[src/hw/rtl/wrv_ram.sv]
// Generic single-write, single-read RAM with registered read data.
module wrv_ram #(
    parameter int WIDTH = 8,
    parameter int DEPTH = 32
) (
    input  logic                     i_clk,
    input  logic                     i_we,
    input  logic [$clog2(DEPTH)-1:0] i_waddr,
    input  logic [WIDTH-1:0]         i_wdata,
    input  logic [$clog2(DEPTH)-1:0] i_raddr,
    output logic [WIDTH-1:0]         o_rdata
);

    logic [WIDTH-1:0] r_mem [DEPTH];
    logic [WIDTH-1:0] r_rdata;

    // Write port and registered read port.
    always_ff @(posedge i_clk) begin
        if (i_we) begin
            r_mem[i_waddr] <= i_wdata;
        end
        r_rdata <= r_mem[i_raddr];
    end

    assign o_rdata = r_rdata;

endmodule

[config.mk]
export PLATFORM = sky130hd
export DESIGN_NAME = wrv_ram
export DESIGN_NICKNAME = d
export VERILOG_FILES = /design/src/hw/rtl/wrv_ram.sv
export SDC_FILE = /design/constraint.sdc
export NUM_CORES = 1
export LEC_CHECK = 0
export ABC_AREA = 1
export BUFFER_PORTS_ARGS = -buffer_cell sky130_fd_sc_hd__buf_2
export CAP_MARGIN = 20
export CORE_AREA = 2 2 150 152
export DETAILED_ROUTE_END_ITERATION = 10
export DIE_AREA = 0 0 152 154
export PLACE_DENSITY = 0.69
export SLEW_MARGIN = 20
export SYNTH_ARGS = -nofsm -noshare
export SYNTH_HDL_FRONTEND = slang
export SYNTH_SLANG_ARGS = --single-unit
[constraint.sdc]
create_clock -name i_clk -period 2.76 [get_ports i_clk]
set_input_delay 0.276 -clock i_clk [delete_from_list [all_inputs] [get_ports i_clk]]
set_output_delay 0.276 -clock i_clk [all_outputs]
set_load 0.05 [all_outputs]
# After elaboration in Yosys (flattened, before gate mapping)
# Memories as Yosys holds them, arrays and structs flattened. A register that Yosys moved wholly into a read port is not among the register bits.
# Cells that the tools add are included.
[classes]
add_sub_neg = 0
mul = 0
n_div = 0
order_cmp = 0
eq_ne = 0
shift = 0
n_mux = 2
bitwise_logic = 0
n_reduce_logical = 0
[ops]
columns = ["operator", "n"]
rows = [
  ["$mux W1", 2],
]
[word_totals]
register_bits = 0
latchBits = 0
mem_bits_rw = 256
mem_bits_ro = 0
inputBits = 20
output_inout_bits = 8
elab_cells = 3
mem_count = 1
[mem_list]
columns = ["name", "words", "word_bits", "rd", "rd_ports_with_merged_regs", "wr", "line_no", "source"]
rows = [
  ["r_mem", 32, 8, 1, 1, 1, "14", "logic [WIDTH-1:0] r_mem [DEPTH];"],
]

# Longest topological paths before layout
[depth]
word_depth = 2
ltp_mapped = 11
mapped_depth_nobuf = 9

# Worst setup path after synthesis
# Ideal clock, no wire load.
[synth_timing]
path_type = "in2reg"
start = "input port i_waddr[0]"
end = "memory r_mem[0][0] (enable)"
setup_time_ns = 0.370
arrival_ns = 0.940
required_time_ns = 2.390
slack_ns = 1.450
path_stages = 3
path_buffers = 0
path_cell_list = "inv_1 -> nand3_1 -> nor2_1"
[synth_rtl]
columns = ["item", "line_no", "source"]
rows = [
  ["from (decl)", "8", "input logic [$clog2(DEPTH)-1:0] i_waddr,"],
  ["to (decl)", "14", ""],
]
# Straight into the memory's write port.

# Worst setup path in the final report
[layout_timing]
start = "register r_rdata[6], in the netlist o_rdata[6] (read register of r_mem)"
end = "output port o_rdata[6]"
[layout_rtl]
columns = ["item", "line_no", "source"]
rows = [
  ["from (decl)", "15", "logic [WIDTH-1:0] r_rdata;"],
  ["to (decl)", "11", "output logic [WIDTH-1:0] o_rdata"],
]
# No word-level cell between the ends.

==> results.toml <==
[outcome]
status = "complete, no violations"

[worst_setup_path]
r2r_end = "o_rdata[4]"
path_cells = "buf_2"
cp_num_buf_inv = 1
worstPathArrival_ns = 1.26
r2r_setup_slack_ns = 1.54
required_ns = 2.48
crit_family = "flip-flops"
reg2regPathDepth = 8
cp_max_fo = 1
path_class = "reg -> out"
crit_cells = 1
endpoint = "o_rdata[6]"
cpPeakStageDelay_ns = 0.42
end_kind = "output port"
critPathLaunch = "o_rdata[6]"
cp-start-kind = "register"
r2r-start = "r_mem[19][4]"
cp_slowest_cell = "dfxtp_1"

[clock_network]
cts_setup_buffers = 0
cts-root-buf = "clkbuf_16"
cts_tree = "yes"
clkSinkCount = 264
cts.path.max_buffers = 3
htreeDepth = 1
hold_buffers = 0
clk_pin_slew_worst_paths_ns = 0.06
cts-resized-gates = 0
numCtsBuffers = 26
clk_latency_ns = 0.53

[timing]
slew_headroom = 0.426
clock_skew_ns = 0.0104
worst_slack_ns = 1.23
finalHoldViolations = 0
rsz0062_at_grt = "false"
drv_slew = 0
finalSetupTns_ns = 0
period_minus_slack_ns = 1.53
setup_violations = 0
max_freq_ghz = 0.652
fin_crit_sh = 0.556
tightest_slew_ns = 0.857

[flow_run]
maxCapViolCount = 0

[floorplanning]
initial_core_util = 0.497
dieArea_um2 = 23400
num_rows = 54
die_w_um = 152
core_area_um2 = 21700
ioPinCount = 28
die_height_um = 154

[power]
power.density_nw_per_um2 = 701
pwr-share-clk = 0.396
p_sw_w = 0.00188
p_int_w = 0.00647
irDropWorstVdd_v = 0.000550
p_seq_frac = 0.536
pwr-share-comb = 0.068
swShare = 0.225
leakage_nw = 4.42

[grt]
track_usage = 0.211
grt_pass1_vias = 6850
gr-total-overflow = 0
grt_max_degree = 129
antenna_found_initial = 1
grt_first_pass_wirelength_um = 38400

[synth]
synth-seq-cells = 264
synth_area_per_cell_um2 = 11.7
synth_area_um2 = 10800
syn_nets = 942
yosysWarningCount = 0
synthCells = 922
ys_seq_area_frac = 0.728
synth_cell_type_count = 12

[place]
place_ws_ns = 0.757
numPortBuffers = 27
gp_congestion = 0.885
placed_cell_area_um2 = 11100
post-dp-hpwl_um = 14100

[route]
wire_per_inst_um = 19.9
viasPerCell = 5.58
antenna_left = 0
vias = 6966
drt_iter0_markers = 788
drt_pass1_iterations = 5
drc = 0
routed_wirelength_um = 24900

[finish]
drive_gt1_frac = 0.0918
area_delta_synth_final_pct = 10.3
nets = 969
diodes = 0
final_area_um2 = 11900

[min_path]
hold_depth = 3
min_path_type = "in -> reg"
synth_stat cells:
library cell,n,area (um^2)
nor2_1,32,120
buf_6,24,270
edfxtp_1,256,7690
dfxtp_1,8,160
nand3_1,204,1020
buf_1,2,7.51
buf_2,15,75.1
inv_2,2,7.51
clkbuf_1,7,26.3
inv_1,8,30.0
nand2_1,360,1350
buf_4,4,30.0
power groups by stage:
stage                     clock, W  combinational [W]  sequential, W
after detailed placement         0           0.000564        0.00456
final                      0.00330           0.000566        0.00448
after global routing       0.00348           0.000623        0.00448
after CTS                  0.00333           0.000567        0.00448
after floorplan                  0           0.000321        0.00460
after global placement           0           0.000555        0.00456
cell usage in the layout (no fill, tap or decap), drive strengths merged:
cell type	netlist	layout
nand2	360	360
edfxtp	256	256
nand3	204	204
buf	45	51
nor2	32	32
clkbuf	7	32
clkinv	0	16
inv	10	9
dfxtp	8	8
bufinv	0	1
worst min path at each step:
stage	startpoint	endpoint	slack [ns]
after floorplan	i_wdata[0]	r_mem[0][0]	0.37
after global placement	i_raddr[4]	o_rdata[7]	0.61
after detailed placement	i_raddr[4]	o_rdata[5]	0.61
after CTS	i_raddr[4]	o_rdata[5]	0.06
after global routing	i_raddr[4]	o_rdata[5]	0.09
final	i_raddr[4]	o_rdata[5]	0.08
sequential cells by signal (all words and copies together), names as in the netlist:
register	count
r_mem	256
o_rdata	8
final cells by class:
class	count	area (um^2)
multi-input combinational	596	2490
inverter	10	38.8
clock buffer	32	694
sequential	264	7850
clock inverter	16	96.3
timing repair buffer	51	380
fill	1804	9790
tap	280	350
per-stage QoR:
stage               utilization  total power (W)  cells  hold WS, ns
floorplan                     -          0.00493    922        0.375
global placement          0.512          0.00512   1201        0.615
detailed placement        0.512          0.00513   1201        0.613
CTS                       0.549          0.00837   1249       0.0638
global route              0.549          0.00859   1249       0.0886
finish                    0.549          0.00835   1249       0.0771
cell families (layout without fill, tap and decap cells):
| kind of cell | Yosys count | in the layout | share of synthesized area |
|---|---|---|---|
| simple gates | 596 | 596 | 0.231 |
| flops | 264 | 264 | 0.728 |
| buf+inv | 62 | 109 | 0.0414 |
routing by layer:
| metal | wire [um] | part of all wire | global-route usage | up-vias |
|---|---|---|---|---|
| met5 | 0 | 0 | 0 | - |
| met4 | 462 | 0.019 | 0.0596 | 0 |
| met3 | 1770 | 0.071 | 0.0355 | 36 |
| met2 | 11900 | 0.48 | 0.347 | 264 |
| met1 | 10700 | 0.43 | 0.294 | 3415 |
| li1 | - | - | - | 3251 |
Power figures use the tool's default switching activity.
